===== src/c2u_pkg.sv =====
// Shared types and the high-half code table for the CP1251 to UTF-8 encoder.
`default_nettype none

package c2u_pkg;

   localparam int unsigned BYTE_W  = 8;
   localparam int unsigned WORD_W  = 24;
   localparam int unsigned CNT_W   = 2;
   localparam int unsigned IDX_W   = 7;
   localparam int unsigned ROM_DEPTH = 128;

   // UTF-8 bytes for codes 0x80..0xFF, first byte in bits 7:0.
   // A zero word marks the unassigned code.
   localparam logic [WORD_W-1:0] HI_MAP [ROM_DEPTH] = '{
      24'h0082D0, 24'h0083D0, 24'h9A80E2, 24'h0093D1,
      24'h9E80E2, 24'hA680E2, 24'hA080E2, 24'hA180E2,
      24'hAC82E2, 24'hB080E2, 24'h0089D0, 24'hB980E2,
      24'h008AD0, 24'h008CD0, 24'h008BD0, 24'h008FD0,
      24'h0092D1, 24'h9880E2, 24'h9980E2, 24'h9C80E2,
      24'h9D80E2, 24'hA280E2, 24'h9380E2, 24'h9480E2,
      24'h000000, 24'hA284E2, 24'h0099D1, 24'hBA80E2,
      24'h009AD1, 24'h009CD1, 24'h009BD1, 24'h009FD1,
      24'h00A0C2, 24'h008ED0, 24'h009ED1, 24'h0088D0,
      24'h00A4C2, 24'h0090D2, 24'h00A6C2, 24'h00A7C2,
      24'h0081D0, 24'h00A9C2, 24'h0084D0, 24'h00ABC2,
      24'h00ACC2, 24'h00ADC2, 24'h00AEC2, 24'h0087D0,
      24'h00B0C2, 24'h00B1C2, 24'h0086D0, 24'h0096D1,
      24'h0091D2, 24'h00B5C2, 24'h00B6C2, 24'h00B7C2,
      24'h0091D1, 24'h9684E2, 24'h0094D1, 24'h00BBC2,
      24'h0098D1, 24'h0085D0, 24'h0095D1, 24'h0097D1,
      24'h0090D0, 24'h0091D0, 24'h0092D0, 24'h0093D0,
      24'h0094D0, 24'h0095D0, 24'h0096D0, 24'h0097D0,
      24'h0098D0, 24'h0099D0, 24'h009AD0, 24'h009BD0,
      24'h009CD0, 24'h009DD0, 24'h009ED0, 24'h009FD0,
      24'h00A0D0, 24'h00A1D0, 24'h00A2D0, 24'h00A3D0,
      24'h00A4D0, 24'h00A5D0, 24'h00A6D0, 24'h00A7D0,
      24'h00A8D0, 24'h00A9D0, 24'h00AAD0, 24'h00ABD0,
      24'h00ACD0, 24'h00ADD0, 24'h00AED0, 24'h00AFD0,
      24'h00B0D0, 24'h00B1D0, 24'h00B2D0, 24'h00B3D0,
      24'h00B4D0, 24'h00B5D0, 24'h00B6D0, 24'h00B7D0,
      24'h00B8D0, 24'h00B9D0, 24'h00BAD0, 24'h00BBD0,
      24'h00BCD0, 24'h00BDD0, 24'h00BED0, 24'h00BFD0,
      24'h0080D1, 24'h0081D1, 24'h0082D1, 24'h0083D1,
      24'h0084D1, 24'h0085D1, 24'h0086D1, 24'h0087D1,
      24'h0088D1, 24'h0089D1, 24'h008AD1, 24'h008BD1,
      24'h008CD1, 24'h008DD1, 24'h008ED1, 24'h008FD1
   };

   localparam logic [CNT_W-1:0] CNT_NONE  = 2'd0;
   localparam logic [CNT_W-1:0] CNT_ONE   = 2'd1;
   localparam logic [CNT_W-1:0] CNT_TWO   = 2'd2;
   localparam logic [CNT_W-1:0] CNT_THREE = 2'd3;

   // Looked-up character handed from the table stage to the serializer.
   typedef struct packed {
      logic              valid;
      logic [WORD_W-1:0] word;
      logic [CNT_W-1:0]  count;
   } lookup_type;

endpackage

`default_nettype wire


===== src/c2u_lookup.sv =====
// Input stage: registered table read and byte count for one input beat.
`default_nettype none

module c2u_lookup (
   input  wire logic                          clock,
   input  wire logic                          reset,
   input  wire logic                          req_valid,
   output logic                               req_ready,
   input  wire logic [c2u_pkg::BYTE_W-1:0]    req_in_byte,
   input  wire logic                          take,
   output c2u_pkg::lookup_type                lk
);
   import c2u_pkg::*;

   logic                  valid_ff, valid_in;
   logic [BYTE_W-1:0]     byte_ff;
   logic [WORD_W-1:0]     rom_ff;
   logic                  accept;

   assign req_ready = !valid_ff || take;
   assign accept    = req_valid && req_ready;

   always_comb begin
      valid_in = valid_ff;
      if (accept) begin
         valid_in = 1'b1;
      end else if (take) begin
         valid_in = 1'b0;
      end
   end

   always_ff @(posedge clock) begin
      if (reset) begin
         valid_ff <= 1'b0;
      end else begin
         valid_ff <= valid_in;
      end
   end

   // ROM port: registered read, captured with the beat.
   always_ff @(posedge clock) begin
      if (accept) begin
         byte_ff <= req_in_byte;
         rom_ff  <= HI_MAP[req_in_byte[IDX_W-1:0]];
      end
   end

   always_comb begin
      lk.valid = valid_ff;
      if (!byte_ff[BYTE_W-1]) begin
         lk.word  = {{(WORD_W-BYTE_W){1'b0}}, byte_ff};
         lk.count = CNT_ONE;
      end else begin
         lk.word = rom_ff;
         if (rom_ff == '0) begin
            lk.count = CNT_NONE;
         end else if (rom_ff[WORD_W-1 -: BYTE_W] != '0) begin
            lk.count = CNT_THREE;
         end else begin
            lk.count = CNT_TWO;
         end
      end
   end

endmodule

`default_nettype wire


===== src/cp1251_to_utf8_encoder_top.sv =====
// Top level of the CP1251 to UTF-8 encoder: table stage, serializer, output register.
//
//   channel  direction  handshake              payload
//   req      in         req_valid/req_ready    req_in_byte[7:0]
//   rsp      out        rsp_valid/rsp_ready    rsp_out_byte[7:0], rsp_last
//
// Output runs at one byte per cycle while rsp_ready is high and input keeps up; an input
// yields 1, 2 or 3 UTF-8 bytes, and code 0x98 yields none but still passes through the
// serializer, leaving a gap in the output. The byte serializer sets this rate.
// An accepted req beat passes the table-stage, serializer and output registers.
// Synchronous reset clears the valid flags and the serializer count; data registers are not reset.
// A stalled rsp holds the output register; the serializer and table stage fill
// behind it and req_ready drops once both are occupied.
`default_nettype none

module cp1251_to_utf8_encoder_top (
   input  wire logic                          clock,
   input  wire logic                          reset,
   input  wire logic                          req_valid,
   output logic                               req_ready,
   input  wire logic [c2u_pkg::BYTE_W-1:0]    req_in_byte,
   output logic                               rsp_valid,
   input  wire logic                          rsp_ready,
   output logic [c2u_pkg::BYTE_W-1:0]         rsp_out_byte,
   output logic                               rsp_last
);
   import c2u_pkg::*;

   lookup_type           lk;
   logic                 ser_free;

   logic [WORD_W-1:0]    sr_word_ff, sr_word_in;
   logic [CNT_W-1:0]     sr_cnt_ff, sr_cnt_in;

   logic                 rsp_valid_ff, rsp_valid_in;
   logic [BYTE_W-1:0]    rsp_byte_ff;
   logic                 rsp_last_ff;

   logic                 out_load;
   logic                 emit;

   c2u_lookup u_lookup (
      .clock       (clock),
      .reset       (reset),
      .req_valid   (req_valid),
      .req_ready   (req_ready),
      .req_in_byte (req_in_byte),
      .take        (ser_free),
      .lk          (lk)
   );

   // Output register takes a byte whenever it is empty or being drained.
   assign out_load = !rsp_valid_ff || rsp_ready;
   assign emit     = out_load && (sr_cnt_ff != CNT_NONE);

   // Serializer is free for the next character when empty or once its last byte leaves.
   assign ser_free = (sr_cnt_ff == CNT_NONE) || ((sr_cnt_ff == CNT_ONE) && out_load);

   always_comb begin
      sr_word_in = sr_word_ff;
      sr_cnt_in  = sr_cnt_ff;
      if (ser_free && lk.valid) begin
         // load next character; a zero count drops it
         sr_word_in = lk.word;
         sr_cnt_in  = lk.count;
      end else if (emit) begin
         // advance to the next byte
         sr_word_in = {{BYTE_W{1'b0}}, sr_word_ff[WORD_W-1:BYTE_W]};
         sr_cnt_in  = sr_cnt_ff - CNT_ONE;
      end else if (ser_free) begin
         sr_cnt_in  = CNT_NONE;
      end
   end

   always_comb begin
      rsp_valid_in = rsp_valid_ff;
      if (out_load) begin
         rsp_valid_in = emit;
      end
   end

   always_ff @(posedge clock) begin
      if (reset) begin
         sr_cnt_ff    <= CNT_NONE;
         rsp_valid_ff <= 1'b0;
      end else begin
         sr_cnt_ff    <= sr_cnt_in;
         rsp_valid_ff <= rsp_valid_in;
      end
   end

   always_ff @(posedge clock) begin
      sr_word_ff <= sr_word_in;
      if (emit) begin
         rsp_byte_ff <= sr_word_ff[BYTE_W-1:0];
         rsp_last_ff <= (sr_cnt_ff == CNT_ONE);
      end
   end

   assign rsp_valid    = rsp_valid_ff;
   assign rsp_out_byte = rsp_byte_ff;
   assign rsp_last     = rsp_last_ff;

`ifndef NO_ASSERTIONS
   // A three-byte character always carries a nonzero top byte.
   a_three_nonzero: assert property (@(posedge clock) disable iff (reset)
      (sr_cnt_ff == CNT_THREE) |-> (sr_word_ff[WORD_W-1 -: BYTE_W] != '0))
      else $error("serializer holds three bytes with a zero top byte");

   // The last flag marks exactly the final byte of the serializer.
   a_last_mark: assert property (@(posedge clock) disable iff (reset)
      emit |=> (rsp_last_ff == $past(sr_cnt_ff == CNT_ONE)))
      else $error("rsp_last does not match the serializer count");

   // Input stalls only while the table stage is full and blocked.
   a_stall_cause: assert property (@(posedge clock) disable iff (reset)
      !req_ready |-> (lk.valid && !ser_free))
      else $error("req_ready low without a blocked table stage");
`endif

endmodule

`default_nettype wire

===== config.mk =====
export PLATFORM = sky130hd
export DESIGN_NAME = cp1251_to_utf8_encoder_top
export DESIGN_NICKNAME = d
export VERILOG_FILES = /design/src/c2u_pkg.sv /design/src/c2u_lookup.sv /design/src/cp1251_to_utf8_encoder_top.sv
export SDC_FILE = /design/constraint.sdc
export NUM_CORES = 1
export LEC_CHECK = 0
export ABC_AREA = 1
export BUFFER_PORTS_ARGS = -buffer_cell sky130_fd_sc_hd__buf_2
export CORE_UTILIZATION = 45
export CTS_BUF_LIST = sky130_fd_sc_hd__clkbuf_16
export DETAILED_ROUTE_END_ITERATION = 10
export PLACE_DENSITY_LB_ADDON = 0.15
export SLEW_MARGIN = 5
export SYNTH_ARGS = -nofsm -noshare
export SYNTH_HDL_FRONTEND = slang
export SYNTH_SLANG_ARGS = --single-unit

===== constraint.sdc =====
create_clock -name clock -period 2.5 [get_ports clock]
set_clock_uncertainty 0.15 [all_clocks]
set_input_delay 0.125 -clock clock [delete_from_list [all_inputs] [get_ports clock]]
set_output_delay 0.125 -clock clock [all_outputs]
set_load 0.005 [all_outputs]

# After elaboration in Yosys (flattened, before gate mapping)
# Memories as Yosys holds them, arrays and structs flattened. A register that Yosys moved wholly into a read port is not among the register bits.
# Index checks and enable logic that the tools add are counted.
[word_totals]
register_bits = 45
mem_bits_ro = 3072
output_inout_bits = 11
word_cells = 37
memories = 1
[op_classes]
addsub = 1
n_eq_ne = 1
mux = 10
bitwise = 1
reduce_logical = 16
[memory_table]
columns = ["memory", "depth", "width", "rd", "rd_ports_with_merged_regs", "wr", "line_no", "source"]
rows = [
  ["(name not given)", 128, 24, 1, 1, 0, "c2u_lookup.sv:44", "rom_ff <= HI_MAP[req_in_byte[IDX_W-1:0]];"],
]
[op_table]
columns = ["op", "n"]
rows = [
  ["2-to-1 mux 24 bit", 2],
  ["2-to-1 mux 26 bit", 1],
  ["zero test 24 bit", 1],
  ["2-to-1 mux 2 bit", 4],
  ["NOT 7 -> 8 bit", 1],
  ["nonzero test 8 bit", 1],
  ["nonzero test 2 bit", 3],
  ["logical AND 1 bit", 4],
  ["logical OR 1 bit", 3],
  ["2-to-1 mux 1 bit", 3],
  ["nonzero test 3 bit", 1],
  ["equality test 2 x 1 -> 1 bit, second input constant", 1],
  ["zero test 1 bit", 2],
  ["zero test 2 bit", 1],
  ["subtractor 2 x 1 -> 2 bit, second input constant", 1],
]

# Logic depth before layout (Yosys ltp)
# Gate-level depths: netlist of the first run.
[depth]
depth_word = 7
depth_mapped = 10
ltp_nobuf = 10

# By module
# Synthesis of the first run repeated with hierarchy kept, for this count alone.
[hier_totals]
cells_unflattened = 437
area_unflattened_um2 = 3644.7
[by_module_without_submodules]
columns = ["mod", "n_inst", "cells_per_inst", "area_per_inst_um2"]
rows = [
  ["c2u_lookup", 1, 301, 2120.8],
  ["cp1251_to_utf8_encoder_top", 1, 136, 1524.0],
]

# Worst setup path before layout of the first run
# No wires, ideal clock.
[synth_timing]
kind = "register to register"
startpoint = "register sr_cnt_ff[0]"
endpoint = "register sr_word_ff[0] (enable)"
setup_ns = 0.410
arrival_time_ns = 1.473
slack_ns = 0.467
stages_incl_launch_ff = 8
path_buffers = 1
period_less_slack_ns = 2.033
path_cell_list = "dfxtp_1 -> inv_1 -> ha_1 -> inv_1 -> nand2_2 -> nand2_4 -> buf_2 -> nand2_1"
[synth_via]
elab_chain_len = 5
word_cells_on_any_way = 8
[synth_lines]
columns = ["item", "line_no", "source"]
rows = [
  ["start, declared", "cp1251_to_utf8_encoder_top.sv:33", "logic [CNT_W-1:0] sr_cnt_ff, sr_cnt_in;"],
  ["start signal, assigned", "cp1251_to_utf8_encoder_top.sv:87", "sr_cnt_ff <= sr_cnt_in;"],
  ["equality test 2 x 1 -> 1 bit", "cp1251_to_utf8_encoder_top.sv:57", "assign ser_free = (sr_cnt_ff == CNT_NONE) || ((sr_cnt_ff == CNT_ONE) && out_load);"],
  ["logical AND 1 bit", "cp1251_to_utf8_encoder_top.sv:57", ""],
  ["logical OR 1 bit", "cp1251_to_utf8_encoder_top.sv:57", ""],
  ["logical AND 1 bit", "cp1251_to_utf8_encoder_top.sv:62", "if (ser_free && lk.valid) begin"],
  ["nonzero test 2 bit (no line) (*)", "--", ""],
  ["end signal, assigned", "cp1251_to_utf8_encoder_top.sv:93", "sr_word_ff <= sr_word_in;"],
  ["end, declared", "cp1251_to_utf8_encoder_top.sv:32", "logic [WORD_W-1:0] sr_word_ff, sr_word_in;"],
]
# Every way passes the cells marked *; elsewhere a longest branch is shown, timed or not.
# A chain may end at the register's enable or synchronous reset.

# Final worst setup path of the first run
[layout_timing]
startpoint = "register sr_cnt_ff[0]"
endpoint = "register u_lookup.byte_ff[3] (enable)"
[layout_via]
elab_chain_len = 5
word_cells_on_any_way = 6
[layout_lines]
columns = ["item", "line_no", "source"]
rows = [
  ["equality test 2 x 1 -> 1 bit", "cp1251_to_utf8_encoder_top.sv:57", ""],
  ["logical AND 1 bit", "cp1251_to_utf8_encoder_top.sv:57", ""],
  ["logical OR 1 bit (*)", "cp1251_to_utf8_encoder_top.sv:57", ""],
  ["logical OR 1 bit (*)", "c2u_lookup.sv:20", "assign req_ready = !valid_ff || take;"],
  ["logical AND 1 bit (*)", "c2u_lookup.sv:21", "assign accept = req_valid && req_ready;"],
  ["named net u_lookup.accept", "c2u_lookup.sv:18", "logic accept;"],
  ["end signal, assigned", "c2u_lookup.sv:43", "byte_ff <= req_in_byte;"],
  ["end, declared", "c2u_lookup.sv:16", "logic [BYTE_W-1:0] byte_ff;"],
]
# The timed path passes the listed nets; every way through them passes the cells marked *.

==> results of run 1 <==
## registers in the layout (all words and copies together) (netlist names)
register           cells
rsp_valid              1
rsp_out_byte           8
sr_cnt_ff              2
u_lookup.byte_ff       8
u_lookup.rom_ff       17
u_lookup.valid_ff      1
sr_word_ff            22
rsp_last               1
## what timing repair did
item | 4_1_cts | 5_1_grt
setup endpoints to repair | 0 | 0
hold endpoints to repair | 6 | 0
hold buffers | 5 | 0
resized for setup | 0 | 0
## layout make-up
type                    count  area, µm²
inverters                  42      157.7
fillers                   636       3186
clock inverters             6      25.02
multi-input cells         274       1301
well taps                  96      120.1
repair buffers             28      167.7
flip-flops and latches     60       1762
clock buffers               9      225.2
## cells by family (layout without fill, tap and decap cells)
group,Yosys count,after routing,synth area share [%]
adders and majority gates,11,11,4.149
DFF,60,60,53.11
AOI/OAI and AO/OA,49,49,8.186
and+or+nand+nor,214,214,26.90
buffers and inverters,53,85,7.657
## layer usage
metal / GRT usage [%] / routed length, µm / up-vias
met5: 0 / 0 / -
met4: 14.61 / 397 / 0
met3: 4.053 / 392 / 33
met2: 37.63 / 3830 / 123
met1: 24.47 / 2927 / 1226
li1: - / - / 1334
## path summary, 6_finish.rpt
check                                     from                   to
worst max-delay path              sr_cnt_ff[0]  u_lookup.byte_ff[3]
worst min-delay path            req_in_byte[1]  u_lookup.byte_ff[1]
worst max register to register    sr_cnt_ff[0]  u_lookup.byte_ff[3]
worst min register to register   sr_word_ff[0]      rsp_out_byte[0]
## cells in the mapped netlist
cell type	instances
edfxtp_1	56
nor3_1	1
o22ai_1	1
nor2_1	39
nor2_4	2
inv_1	37
o21ai_1	7
buf_6	5
nand3_1	34
nand4_1	4
a21boi_1	1
buf_8	1
nand2_2	4
inv_2	5
ha_1	11
a21oi_1	14
a31oi_1	4
o21ai_0	17
a22oi_1	2
buf_2	5
nand2_1	128
nor2_2	1
a21boi_2	1
dfxtp_1	4
nand2_4	1
o211ai_1	1
o21ai_2	1
## power groups by stage
stage               clock (µW)  sequential (µW)  combinational (µW)
floorplan                    0             1660                 516
global placement             0             1670                 752
detailed placement           0             1680                 763
CTS                       1030             1660                 780
global route              1080             1700                 881
finish                    1020             1660                 773
## through the flow
| stage | hold WS, ns | instances | area (µm²) |
|---|---|---|---|
| after floorplan | 0.04407 | 387 | 3317 |
| after detailed placement | 0.1560 | 495 | 3458 |
| final | 0.02553 | 515 | 3759 |
| after global routing | 0.03062 | 515 | 3759 |
| after global placement | 0.1541 | 495 | 3458 |
| after CTS | 0.01189 | 515 | 3759 |
## worst max-delay path, cell delays in order (launching register included)
cell	delay (ns)
dfxtp_1	0.33
inv_1	0.07
ha_1	0.17
inv_1	0.11
nand3_1	0.13
nand2_1	0.08
inv_1	0.67
==> impl_metrics.ini, run 1 <==
[clocking]
clk-insertion-delay-late_ns = 0.32
cts_tree = yes
clkSinkCount = 60
cts_buffers = 9
clk_pin_slew_ns = 0.05
cts-root-buf = clkbuf_16
post_cts_buffers = 0
clk_path_buf_depth = 2
htreeDepth = 3

[die]
dieWidth_um = 87.86
placementRows = 30
coreArea_um2 = 6944
start_util_pct = 47.77
die_y_um = 87.86
io_pins = 23
fp.dieArea_um2 = 7719

[layout]
final_nets = 438
diodes = 0
drive_gt1_share_pct = 11.69
layout_commonest_cell = nand2_1
layout_common_cells = 128 x nand2_1, 56 x edfxtp_1, 39 x inv_1, 39 x nor2_1, 34 x nand3_1
final_util_pct = 54.13
syn_to_final_growth_pct = 13.32

[timing]
maxSlewHeadroom_pct = 38.06
final-max-slew-violation-count = 0
tightest_slew_ns = 0.9280
max_freq_mhz = 475.0
setup_ws_ns = 0.3949
setup_viol = 0
hold_viol_final = 0
period_needed_ns = 2.105
tns_ns = 0
period_share_pct = 84.20
rsz0062_at_grt = false

[critical_path]
reg2reg_slack_ns = 0.39
worstPathArrival_ns = 1.89
cp-start-kind = register
reg2regPathDepth = 6
worstSetupPathType = register to register
crit_path_max_fanout = 25
endpoint_kind = register
required_ns = 2.29

[placement]
place.gp.congestion = 0.9783
post-place-ws_ns = 0.3892
dp_hpwl_mm = 5.429
portBuffers = 22

[route]
totalWireLength_mm = 7.548
wl_per_cell_um = 14.66
viasPerCell = 5.274
postRouteAntennaNets = 0
drc_errors = 0
num_vias = 2716
drt-initial-drc-count = 188
drtPass1Iterations = 5

[yosys]
ys_seq_area_share_pct = 53.11
synthCells = 387
syn-cell-area_um2 = 3317
yosysWarningCount = 0
ys_types = 27
ys_ff_latch = 60
avgSynthCellArea_um2 = 8.571
syn_nets = 410
netlist.area_leader.share_pct = 50.70
synth.area.top_cells = edfxtp_1 51%, nand2_1 14%, nand3_1 5.1%, nor2_1 4.4%, inv_1 4.2%
yosysTopAreaCell = edfxtp_1

[power_and_ir_drop]
total_power_uw = 3448
ir_drop_mv = 0.3902
p_leak_uw = 0.001693
comb_power_share_pct = 22.4
switching_share_pct = 28.98
switching_power_uw = 999.3
pwr-share-clk_pct = 29.5
powerDensity_nw_per_um2 = 917.4
sequentialPowerShare_pct = 48.1
internal_power_uw = 2449

[min_path]
holdPathStages = 1
hold_path.class = input pin to register

[global_routing]
antenna_found_initial = 0
grt_use_total_pct = 21.78
grt_pass1_vias = 2596
gr-total-overflow = 0
grt_pass1_wl_mm = 12.38
grt_max_degree = 26

[job]
max_cap_viol_count = 0

[run_status]
status = finished clean
(Power assumes the default switching activity.)
==> run 2: changes to the inputs <==
clock period = 2 ns   (was 2.5 ns; I/O delays follow)
==> run 2 against run 1 <==
  * Die area unchanged
  * Non-clock buffer count up 9
  * Via count down 2.0%
  * Sequential cell count unchanged
  * Core utilization up 1.4 points
  * Sequential share of layout area down 1.1 points
  * Combinational power up 31%
  * Routed wire length down 1.5%
  * Largest power group unchanged
  * Global-route usage down 0.10 points
  * Fmax up 14%
==> impl_metrics.ini, run 2 (synthesis gave the netlist of run 1 again) <==
[power_and_ir_drop]
p_leak_uw = 0.001741
ir_drop_mv = 0.4276
powerDensity_nw_per_um2 = 1137
comb_power_share_pct = 23.1
sequentialPowerShare_pct = 47.3
switching_share_pct = 28.72
switching_power_uw = 1258
internal_power_uw = 3123
pwr-share-clk_pct = 29.6

[placement]
portBuffers = 22
dpl.cell_count = 503
dp_hpwl_mm = 5.513
post-place-ws_ns = 0.2721
place.gp.congestion = 0.9968

[timing]
tightest_slew_ns = 0.4199
rsz0062_at_grt = false
setup_viol = 0
hold_slack_ns = 0.01660
maxSlewHeadroom_pct = 71.84
period_needed_ns = 1.853
period_share_pct = 92.65
final-max-slew-violation-count = 0
hold_viol_final = 0
setup_ws_ns = 0.1471
max_freq_mhz = 539.7
tns_ns = 0

[die]
io_pins = 23
coreArea_um2 = 6944
start_util_pct = 47.77
dieWidth_um = 87.86
placementRows = 30
die_y_um = 87.86
fp.dieArea_um2 = 7719

[min_path]
hold_path.class = input pin to register

[critical_path]
worstPathArrival_ns = 1.90
endpoint_kind = register
critPathSlowestCell = dlygate4sd3_1
critPathTopFamily = buffers and inverters
crit_path_max_fanout = 5
cp-start-kind = register
worstSetupPathType = register to register
path_cells = inv_1 -> ha_1 -> inv_2 -> nand3_1 -> nand2_1 -> a21oi_1 -> dlygate4sd3_1
reg2reg_slack_ns = 0.15
required_ns = 2.05
cp_num_buf_inv = 3
slowest_delay_ns = 0.55

[clocking]
htreeDepth = 3
clk-insertion-delay-late_ns = 0.32
clk_path_buf_depth = 2
cts-root-buf = clkbuf_16
clkSinkCount = 60
cts_tree = yes
post_cts_buffers = 0
cts_buffers = 9
clk_pin_slew_ns = 0.05

[layout]
nFillCells = 600
layout_common_cells = 127 x nand2_1, 56 x edfxtp_1, 39 x nor2_1
multi_input_area_um2 = 1304
drive_gt1_share_pct = 14.69
largest_registers = sr_word_ff: 22 flops, u_lookup.rom_ff: 17 flops
largest_reg_flops = 22
syn_to_final_growth_pct = 16.14
layout_commonest_cell = nand2_1
final_nets = 447
diodes = 0
final_util_pct = 55.48
top_register = sr_word_ff
seqCellArea_um2 = 1762
fin_cells = 525

[route]
drt-initial-drc-count = 189
drtPass1Iterations = 5
postRouteAntennaNets = 0
drc_errors = 0
num_vias = 2661
totalWireLength_mm = 7.432
viasPerCell = 5.069
wl_per_cell_um = 14.16

[global_routing]
grt_pass1_wl_mm = 12.34
grt_max_degree = 26
antenna_found_initial = 0
grt_use_total_pct = 21.68
grt_pass1_vias = 2637
gr-total-overflow = 0

[run_status]
status = finished clean

[job]
max_cap_viol_count = 0
## run 2: cell count changes in the layout (fill, tap and decap cells not counted)
| cell | change |
|---|---|
| inv_2 | +1 |
| nand2_1 | -1 |
| clkinv_1 | -1 |
| dlygate4sd3_1 | +1 |
| nand2_2 | +1 |
| buf_12 | +1 |
| buf_4 | +7 |
| inv_1 | -3 |
| clkinv_2 | +4 |
## run 2: final cells by class
type / instances / area share (%)
flip-flops and latches: 60 / 45.73
repair buffers: 37 / 6.496
clock inverters: 7 / 0.8769
inverters: 42 / 4.092
multi-input cells: 274 / 33.84
clock buffers: 9 / 5.846
well taps: 96 / 3.118
## run 2: repair_timing
item,in CTS,in global routing
resized for setup,0,1
hold buffers,6,0
setup endpoints to repair,0,1
endpoints found under the hold margin,7,0
## run 2: power by group through the flow
stage / Sequential [µW] / Clock [µW] / Combinational, µW
floorplan: 2080 / 0 / 651
global placement: 2090 / 0 / 994
detailed placement: 2100 / 0 / 998
CTS: 2080 / 1330 / 1010
global route: 2120 / 1380 / 1160
finish: 2070 / 1300 / 1010
## run 2: path summary, 6_finish.rpt
check	from	endpoint	cells after the start
setup / recovery	sr_cnt_ff[0]	u_lookup.valid_ff	7
hold / removal	req_in_byte[1]	u_lookup.byte_ff[1]	1
setup reg to reg	sr_cnt_ff[0]	u_lookup.valid_ff	7
hold reg to reg	sr_word_ff[1]	rsp_out_byte[1]	0
## run 2: metal layers
layer  routed length, µm  vias to the layer above  part of all wire, %  GRT usage [%]
met5                   0                        -                    0              0
met3                 334                       35                  4.5          3.676
met1                2966                     1162                   40          23.63
met2                3731                      113                   50          37.28
li1                    -                     1351                    -              -
met4                 400                        0                  5.4          17.29
## run 2: through the flow
step	instance area [µm²]	power (µW)
2_1_floorplan	3319	2729
3_3_place_gp	3533	3083
3_5_place_dp	3533	3094
4_1_cts	3852	4419
5_1_grt	3852	4660
6_report	3852	4381
## run 2: worst reg2reg max path, cell delays in order, from the launching register on
cell	delay, ns
dfxtp_1	0.38
inv_1	0.06
ha_1	0.21
inv_2	0.10
nand3_1	0.13
nand2_1	0.11
a21oi_1	0.06
dlygate4sd3_1	0.55
==> run 3: changes to the inputs <==
CELL_PAD_IN_SITES_DETAIL_PLACEMENT = 0   (was unset)
CELL_PAD_IN_SITES_GLOBAL_PLACEMENT = 1   (was unset)
SKIP_LAST_GASP = 1   (was unset)
clock period = 1.8 ns   (was 2 ns; I/O delays follow)
==> run 3 against run 2 <==
  * Global-route usage is 0.98 points higher
  * Critical path depth rose by 1
  * Total power increased by 22%
  * Die area is the same
  * Critical endpoint is now u_lookup.rom_ff[12]
  * Largest cell class unchanged
==> impl_metrics.ini, run 3 (synthesis gave the netlist of run 1 again) <==
[die]
die_y_um = 87.86
start_util_pct = 47.77
fp.dieArea_um2 = 7719
io_pins = 23
coreArea_um2 = 6944
dieWidth_um = 87.86
placementRows = 30

[critical_path]
reg2regPathDepth = 5
endpoint_kind = register
worstSetupPathType = input pin to register
crit_path_max_fanout = 10
cp-start-kind = input pin
required_ns = 1.70
worstPathArrival_ns = 1.62

[layout]
fin_cells = 533
final_nets = 455
largest_registers = sr_word_ff: 22 flops, u_lookup.rom_ff: 17 flops
layout_common_cells = 126 x nand2_1, 56 x edfxtp_1, 39 x nor2_1
largest_reg_flops = 22
layout_commonest_cell = nand2_1
top_register = sr_word_ff
syn_to_final_growth_pct = 21.05
nFillCells = 628
drive_gt1_share_pct = 16.02
diodes = 0

[power_and_ir_drop]
switching_share_pct = 27.28
powerDensity_nw_per_um2 = 1331
ir_drop_mv = 0.4651
p_leak_uw = 0.001805
pwr-share-clk_pct = 35.2
switching_power_uw = 1458
comb_power_share_pct = 21.6
sequentialPowerShare_pct = 43.1
internal_power_uw = 3887

[placement]
post-place-ws_ns = 0.07212
place.gp.congestion = 0.9653
dpl.cell_count = 509
portBuffers = 22
dp_hpwl_mm = 5.963

[min_path]
hold_path.class = input pin to register
holdPathStages = 2

[clocking]
clkSinkCount = 60
clk_path_buf_depth = 2
post_cts_buffers = 0
cts-root-buf = clkbuf_16
clk_pin_slew_ns = 0.05
cts_tree = yes
clk-insertion-delay-late_ns = 0.32
htreeDepth = 3
cts_buffers = 9

[run_status]
status = finished clean

[global_routing]
gr-total-overflow = 0
use_met1_pct = 24.70
busiest_layer = met2
grtUsageMet2_pct = 40.87
grt_use_total_pct = 22.66
grt.met3_usage_pct = 4.995
grt_max_degree = 26
grt_pass1_vias = 2709
grt_pass1_wl_mm = 12.81
antenna_found_initial = 0

[route]
drc_errors = 0
drt-initial-drc-count = 152
wl_per_cell_um = 14.84
totalWireLength_mm = 7.912
drtPass1Iterations = 6
num_vias = 2806
postRouteAntennaNets = 0
viasPerCell = 5.265

[timing]
hold_viol_final = 0
setup_viol = 0
rsz0062_at_grt = true
period_needed_ns = 1.723
maxSlewHeadroom_pct = 73.96
final-max-slew-violation-count = 0
tightest_slew_ns = 0.3866
setup_ws_ns = 0.07723
period_share_pct = 95.71
max_freq_mhz = 580.5

[job]
max_cap_viol_count = 0
[run 3: cell count changes in the layout (fill, tap and decap cells not counted), moves of 2 or more]
cell and delta:
buf_4 +6, bufinv_16 +3, clkinv_2 -5, dlygate4sd3_1 +2
[run 3: power groups by stage]
stage / Sequential, µW / Clock [µW] / Combinational [µW]
final: 2310 / 1880 / 1160
after global routing: 2350 / 1970 / 1310
after CTS: 2310 / 1910 / 1150
after detailed placement: 2330 / 0 / 1120
after global placement: 2320 / 0 / 1110
after floorplan: 2310 / 0 / 750
[run 3: area by class of cell]
cell class	count	area, µm²	area share (%)
clock inverters	7	106.4	2.649
well taps	96	120.1	2.992
repair buffers	45	315.3	7.853
flip-flops and latches	60	1762	43.88
multi-input cells	274	1325	33.00
inverters	42	161.4	4.020
clock buffers	9	225.2	5.609
[run 3: path summary, 6_finish.rpt]
kind,from,endpoint,slack [ns]
worst max-delay path,req_in_byte[4],u_lookup.rom_ff[12],0.08
worst min-delay path,req_in_byte[1],u_lookup.byte_ff[1],0.02
worst max register to register,sr_cnt_ff[0],sr_word_ff[15],0.09
worst min register to register,sr_word_ff[3],rsp_out_byte[3],0.27
[run 3: per-stage QoR]
step	total power [µW]	area (µm²)	setup TNS, ns	hold slack (ns)	utilization (%)
after floorplan	3056	3336	0	0.009066	-
after global placement	3434	3595	0	0.1171	51.77
after detailed placement	3453	3595	0	0.1186	51.77
after CTS	5375	4006	0	0.001212	57.69
after global routing	5636	4015	-0.5816	0.008716	57.82
final	5346	4015	0	0.01725	57.82
[run 3: repair_timing]
item                                   CTS  global route
setup endpoints to repair                0            42
endpoints found under the hold margin    9             0
hold buffers                             8             0
gates resized for setup                  0             1
[run 3: critical path: stages]
cell and delay [ns]:
dlygate4sd3_1 0.53, buf_2 0.17, inv_2 0.17, nor2_4 0.07, nand2_1 0.06, o21ai_0 0.06
o21ai_0 0.35, nand3_1 0.11
[run 3: routing by layer]
layer	wire length (µm)	part of all wire [%]
met1	3143	40
met2	4084	52
met3	368	4.7
met4	315	4.0
met5	0	0
